### config.mk
export PLATFORM = sky130hd
export DESIGN_NAME = sls_ctrl
export DESIGN_NICKNAME = d
export VERILOG_FILES = /design/src/design/sls_pkg.sv /design/src/design/sls_ctrl.sv
export SDC_FILE = /design/constraint.sdc
export NUM_CORES = 1
export LEC_CHECK = 0
export ABC_AREA = 1
export BUFFER_PORTS_ARGS = -buffer_cell sky130_fd_sc_hd__buf_2
export CORE_AREA = 2 2 39 41
export DETAILED_ROUTE_END_ITERATION = 10
export DIE_AREA = 0 0 41 43
export PLACE_DENSITY = 0.75
export SLEW_MARGIN = 20
export SYNTH_ARGS = -nofsm -noshare
export SYNTH_HDL_FRONTEND = slang
export SYNTH_SLANG_ARGS = --single-unit
export TNS_END_PERCENT = 1
### constraint.sdc
create_clock -name clk -period 1.31 [get_ports clk]
set_input_delay 0.131 -clock clk [delete_from_list [all_inputs] [get_ports clk]]
set_output_delay 0.131 -clock clk [all_outputs]
set_load 0.05 [all_outputs]
### src/design/sls_pkg.sv
// Shared constants, state codes and control structs for the skip list core.
package sls_pkg;

  localparam int POOL_NODES_DEF = 256;
  localparam int MAX_HEIGHT_DEF = 7;
  localparam logic [15:0] LFSR_SEED = 16'hACE1;
  localparam logic [15:0] LFSR_TAPS = 16'hB400;

  localparam logic [1:0] OP_INSERT = 2'd0;
  localparam logic [1:0] OP_DELETE = 2'd1;
  localparam logic [1:0] OP_SEARCH = 2'd2;
  localparam logic [1:0] OP_NONE   = 2'd3;

  typedef enum logic [4:0] {
    S_IDLE, S_NEXT, S_NWAIT, S_KWAIT, S_COIN, S_POPRD, S_POP,
    S_LINK0, S_LINK1, S_LINK2, S_DEL0, S_DEL1, S_DEL2,
    S_FREE, S_LOWER, S_DONE
  } state_t;

  typedef enum logic [1:0] {
    SRC_X, SRC_UPD, SRC_C
  } rd_src_t;

  typedef struct packed {
    logic    init;
    logic    rd_en;
    rd_src_t rd_src;
    logic    n_cap;
    logic    adv;
    logic    down;
    logic    walk_end;
    logic    set_full;
    logic    coin;
    logic    pop;
    logic    lk_wnew;
    logic    lk_wupd;
    logic    i_inc;
    logic    set_top;
    logic    d_wupd;
    logic    push;
    logic    top_sel;
    logic    lower;
  } cmd_t;

  typedef struct packed {
    logic [1:0] op;
    logic       op_bad;
    logic       less;
    logic       hit;
    logic       lvl_zero;
    logic       pool_empty;
    logic       coin_stop;
    logic       i_at_h;
    logic       v_eq_c;
    logic       i_at_top;
    logic       lower_ok;
  } status_t;

endpackage

### src/design/sls_ctrl.sv
// Controller state machine sequencing walk, insert, delete and free-list steps.
module sls_ctrl (
  input  logic            clk,
  input  logic            rst,
  input  logic            start,
  input  sls_pkg::status_t st,
  output sls_pkg::cmd_t   cmd,
  output logic            busy,
  output logic            done
);
  import sls_pkg::*;

  state_t state, state_next;

  always_ff @(posedge clk) begin
    if (rst) begin
      state <= S_IDLE;
    end else begin
      state <= state_next;
    end
  end

  always_comb begin
    state_next = state;
    case (state)
      S_IDLE: begin
        if (start) state_next = S_NEXT;
      end
      S_NEXT: begin
        state_next = st.op_bad ? S_DONE : S_NWAIT;
      end
      S_NWAIT: state_next = S_KWAIT;
      S_KWAIT: begin
        if (st.less || !st.lvl_zero) begin
          state_next = S_NEXT;
        end else if (st.op == OP_INSERT && !st.hit) begin
          state_next = st.pool_empty ? S_DONE : S_COIN;
        end else if (st.op == OP_DELETE && st.hit) begin
          state_next = S_DEL0;
        end else begin
          state_next = S_DONE;
        end
      end
      S_COIN: begin
        if (st.coin_stop) state_next = S_POPRD;
      end
      S_POPRD: state_next = S_POP;
      S_POP:   state_next = S_LINK0;
      S_LINK0: state_next = S_LINK1;
      S_LINK1: state_next = S_LINK2;
      S_LINK2: state_next = st.i_at_h ? S_DONE : S_LINK0;
      S_DEL0:  state_next = S_DEL1;
      S_DEL1:  state_next = st.v_eq_c ? S_DEL2 : S_FREE;
      S_DEL2:  state_next = st.i_at_top ? S_FREE : S_DEL0;
      S_FREE:  state_next = S_LOWER;
      S_LOWER: begin
        if (!st.lower_ok) state_next = S_DONE;
      end
      S_DONE:  state_next = S_IDLE;
      default: state_next = S_IDLE;
    endcase
  end

  always_comb begin
    cmd = '0;
    cmd.rd_src = SRC_X;
    case (state)
      S_IDLE: cmd.init = start;
      S_NEXT: begin
        cmd.rd_en = !st.op_bad;
      end
      S_NWAIT: cmd.n_cap = 1'b1;
      S_KWAIT: begin
        if (st.less) begin
          cmd.adv = 1'b1;
        end else if (!st.lvl_zero) begin
          cmd.down = 1'b1;
        end else begin
          cmd.walk_end = 1'b1;
          cmd.set_full = (st.op == OP_INSERT) && !st.hit && st.pool_empty;
        end
      end
      S_COIN: cmd.coin = 1'b1;
      S_POP:  cmd.pop = 1'b1;
      S_LINK0: begin
        cmd.rd_en  = 1'b1;
        cmd.rd_src = SRC_UPD;
      end
      S_LINK1: cmd.lk_wnew = 1'b1;
      S_LINK2: begin
        cmd.lk_wupd = 1'b1;
        cmd.set_top = st.i_at_h;
        cmd.i_inc   = !st.i_at_h;
      end
      S_DEL0: begin
        cmd.rd_en  = 1'b1;
        cmd.rd_src = SRC_UPD;
      end
      S_DEL1: begin
        cmd.rd_en  = st.v_eq_c;
        cmd.rd_src = SRC_C;
      end
      S_DEL2: begin
        cmd.d_wupd = 1'b1;
        cmd.i_inc  = !st.i_at_top;
      end
      S_FREE: cmd.push = 1'b1;
      S_LOWER: begin
        cmd.top_sel = 1'b1;
        cmd.lower   = st.lower_ok;
      end
      default: cmd = '0;
    endcase
  end

  assign busy = (state != S_IDLE);
  assign done = (state == S_DONE);

endmodule

## Yosys cells after proc, flatten, opt, wreduce, memory -nomap -nowiden

Cells that the tools add are included.
Widths: inputs -> output; s select.

- Bits of input ports: 15
- Output and inout port bits: 21
- Word-level logic and storage cells: 64
- Register bits: 5

- Reduce and logical (&&, ||, !) cells: 14
- Equality and inequality tests: 19
- Muxes and demuxes: 30

Operator list:

| operator | number |
|---|---|
| $pmux 5 s15 | 1 |
| $eq 5x4->1 const B | 8 |
| $mux 4 | 6 |
| $eq 5x3->1 const B | 4 |
| $mux 5 | 3 |
| $mux 1 | 12 |
| $eq 5x2->1 const B | 2 |
| $mux 3 | 3 |
| $ne 2x2->1 const B | 3 |
| $eq 5x1->1 const B | 1 |
| $logic_not 1->1 | 5 |
| $logic_not 5->1 | 1 |
| $reduce_bool 5->1 | 1 |
| $mux 2 | 2 |
| $pmux 2 s2 | 1 |
| $logic_and 1x1->1 | 3 |
| $pmux 1 s3 | 1 |
| $reduce_and 3->1 | 1 |
| $eq 2x1->1 const B | 1 |
| $logic_not 2->1 | 1 |
| $pmux 1 s2 | 1 |
| $reduce_or 2->1 | 1 |
| $logic_or 1x1->1 | 1 |

## Longest topological paths before layout

- Word-level depth: 6
- Gate-level depth with buffers: 9
- Gate-level depth less buffers: 9

## Worst setup path before layout

Ideal clock, no wire load.

- Kind: register to output
- From: reg state[2]
- To: out cmd[17] (netlist bit)
- Arrival: 2.450 ns
- Path slack: -1.271 ns
- Buffers on the path: 0
- Cell stages (with the launch flop): 4
- Data required time: 1.179 ns
- Cell sequence: dfxtp_1 -> nor2_1 -> inv_1 -> o311ai_0

RTL lines:

| element | RTL line | RTL |
|---|---|---|
| from (decl) | sls_ctrl.sv:13 | `state_t state, state_next;` |
| from (signal assigned) | sls_ctrl.sv:19 | `state <= state_next;` |
| to (decl) | sls_ctrl.sv:7 | `output sls_pkg::cmd_t cmd,` |

==> summary.md <==
| Metric | Value |
|---|---|
| Hpwl dp | `1.38 mm` |
| Die width | `41 um` |
| Crit path buf inv count | `4` |
| Vias | `944` |
| Yosys reg bits | `4` |
| CP max stage cell | `dfxtp_4` |
| CP Data Required Time | `1180 ps` |
| Hold-fix buffers at CTS | `0` |
| Total track usage | `25.1%` |
| Synthesized instance count | `104` |
| # DRC | `0` |
| Largest net degree at the start of global routing | `7` |
| Leak | `0.669 nW` |
| Met3 Use GR | `4.19%` |
| Seq pwr share | `14.3%` |
| Switching share of power | `58.0%` |
| Yosys warns | `0` |
| PortBufs | `35` |
| Global-route wire length before repair | `3.12 mm` |
| Core box area | `0.00138 mm^2` |
| Vias in the first global route | `827` |
| Fillers | `59` |
| Number of diodes | `0` |
| IO Pins | `36` |
| CTS tree | `done` |
| Share of the synthesized area in the top cell type | `22.7%` |
| Crit path kind | `reg2out` |
| Core Util, Final | `88.3%` |
| Fin nets | `179` |
| Clock slew at reported path FFs | `50 ps` |
| Sequential share of the synthesized area | `16.1%` |
| Most frequent cells in the layout | `nand2_1 (20), buf_6 (20), buf_4 (18), buf_2 (14), inv_1 (13)` |
| Largest Register | `state` |
| Family with the most delay on the worst path | `buffers and inverters` |
| Clock sinks | `4` |
| Clk_skew | `12.5 ps` |
| Finished Layout Cells | `178` |
| # placed instances | `171` |
| RSZ-0062 raised after global routing | `true` |
| Power per cell area | `2180 mW/mm^2` |
| Total power | `2.66 mW` |
| GRT Residual Overflow | `0` |
| Post-layout min period | `1500 ps` |
| Syn_area_per_cell | `4.78 um^2` |
| Met1 GRT Util | `26.0%` |
| Fin. Hold Viols | `0` |
| Post-route antenna net violation count | `0` |
| Clock buffer depth | `2` |
| Initial antenna violation count | `0` |
| Drt total wl | `2.83 mm` |
| Outcome | `finished, violations left` |
| Max Transition Viols Final | `0` |
| GPL Wtd Cong | `0.815` |
| Power Internal | `1.12 mW` |
| Cell row count | `14` |
| Worst Tran Pin Value | `227 ps` |
| Hold WC Path Type | `in2reg` |
| Crit path max fanout | `6` |
| Met2 Track Usage GR | `46.6%` |
| WP data arrival | `1370 ps` |
| Switching power | `1.54 mW` |
| Synthesis-to-layout area growth | `146%` |
| Clock power share | `5.9%` |
| DR pass1 iterations | `4` |
| Vias per cell | `5.30` |
| Top flop regs | `state: 4 flops` |
| First DRT Iteration DRCs | `41` |
| Fraction of layout cells with a size suffix above 1 | `65.4%` |
| Die footprint | `0.00176 mm^2` |
| Worst-Skew Late Latency | `240 ps` |
| Syn Nets | `119` |
| Final Cycle Share | `115%` |
| Crit path cell chain | `inv_2 > nand2_2 > inv_1 > a21oi_2 > buf_4 > o311ai_4 > buf_6` |
| Setup crit end kind | `output pin` |
| CTS Buf Count | `3` |
| Slew HR | `84.8%` |
| Failing checks | `negative setup slack` |
| Root buffer cell | `clkbuf_4` |
| Initial Utilization | `35.9%` |
| Logic pwr share | `79.8%` |
| Die height | `43 um` |
| GRT busiest layer | `met2` |
| Final setup margin | `-191 ps` |
| VDD IR-drop max | `1.50 mV` |
| Max-Cap Viols | `0` |
| Library cells used by synthesis | `14` |
| Largest stage delay, worst path | `390 ps` |
| Endpoints failing setup | `19` |
| Placement Setup Slack | `-57.9 ps` |
| Top post-synthesis cells by area | `nand2_1 (23%), nor2_1 (20%), inv_1 (17%), dfxtp_1 (16%), nand3_1 (9.1%)` |
| Fmax | `666 MHz` |
| Synthesized cell area | `497 um^2` |
| H-tree Lvls | `1` |
| Setup crit start kind | `flop` |
| Wire per inst | `15.9 um` |
| Number of flip-flops under the largest register name | `4` |
| Area leader, netlist | `nand2_1` |
## cells in the mapped netlist, drive strengths merged
master  count
o311ai      1
nor2       28
inv        23
dfxtp       4
nand2      32
nor3        2
o31ai       1
a31oi       1
nand3       9
o21ai       1
a21oi       2
## power groups by stage
| stage | clock (mW) | combinational (mW) | sequential (mW) |
|---|---|---|---|
| CTS | 0.156 | 1.78 | 0.338 |
| finish | 0.158 | 2.12 | 0.381 |
| detailed placement | 0 | 1.52 | 0.264 |
| global route | 0.168 | 2.24 | 0.390 |
| floorplan | 0 | 1.04 | 0.244 |
| global placement | 0 | 1.50 | 0.255 |
## repair_timing
| action | in CTS | in global routing |
|---|---|---|
| cloned | 0 | 0 |
| endpoints found under the setup margin | 22 | 23 |
| pin swaps | 2 | 5 |
| buffers inserted | 2 | 2 |
| resized for setup | 63 | 30 |
## final timing paths
| path | from | end | slack, ps | cells past startpoint |
|---|---|---|---|---|
| worst max-delay path | state[0] | cmd[17] | -190 | 7 |
| worst min-delay path | rst | state[2] | 90 | 2 |
| worst max register to register | state[0] | state[3] | -110 | 10 |
| worst min register to register | state[1] | state[2] | 790 | 5 |
## layout make-up
class | instances | area [um^2] | area share (%)
Clock buffer | 3 | 22.5 | 1.84
Inverter | 23 | 92.6 | 7.57
Multi-Input combinational cell | 77 | 524 | 42.9
Sequential cell | 4 | 95.1 | 7.78
Tap cell | 16 | 20.0 | 1.64
Timing Repair Buffer | 55 | 468 | 38.3
## layer usage
| layer | vias up | share of wire (%) |
|---|---|---|
| met5 | - | 0 |
| met4 | 0 | 5.2 |
| met3 | 18 | 8.4 |
| met2 | 76 | 52 |
| met1 | 416 | 35 |
| li1 | 434 | - |
## through the flow
step / hold WS (ps) / TNS (ps) / instance area [um^2]
2_1_floorplan: 200 / -1680 / 588
3_3_place_gp: 342 / -70.1 / 903
3_5_place_dp: 341 / -216 / 903
4_1_cts: 85.8 / -508 / 1110
5_1_grt: 95.5 / -2380 / 1220
6_report: 87.3 / -1480 / 1220
## cell families (layout without fill, tap and decap cells)
kind of cell	count (synthesis)	after routing	synth area share [%]
flip-flops	4	4	16.1
AO/OA/AOI/OAI	6	6	7.56
AND/OR/NAND/NOR	71	71	58.9
buffers and inverters	23	81	17.4
## worst reg2reg max path, stage by stage (launching register included)
cell and delay (ps):
dfxtp_4 390, inv_2 60, nand2_2 80, inv_1 70, a21oi_2 120, buf_4 150
buf_4 120, buf_4 100, nand3_1 70, nor2_1 100, nor2_1 60
(Power assumes the default switching activity.)
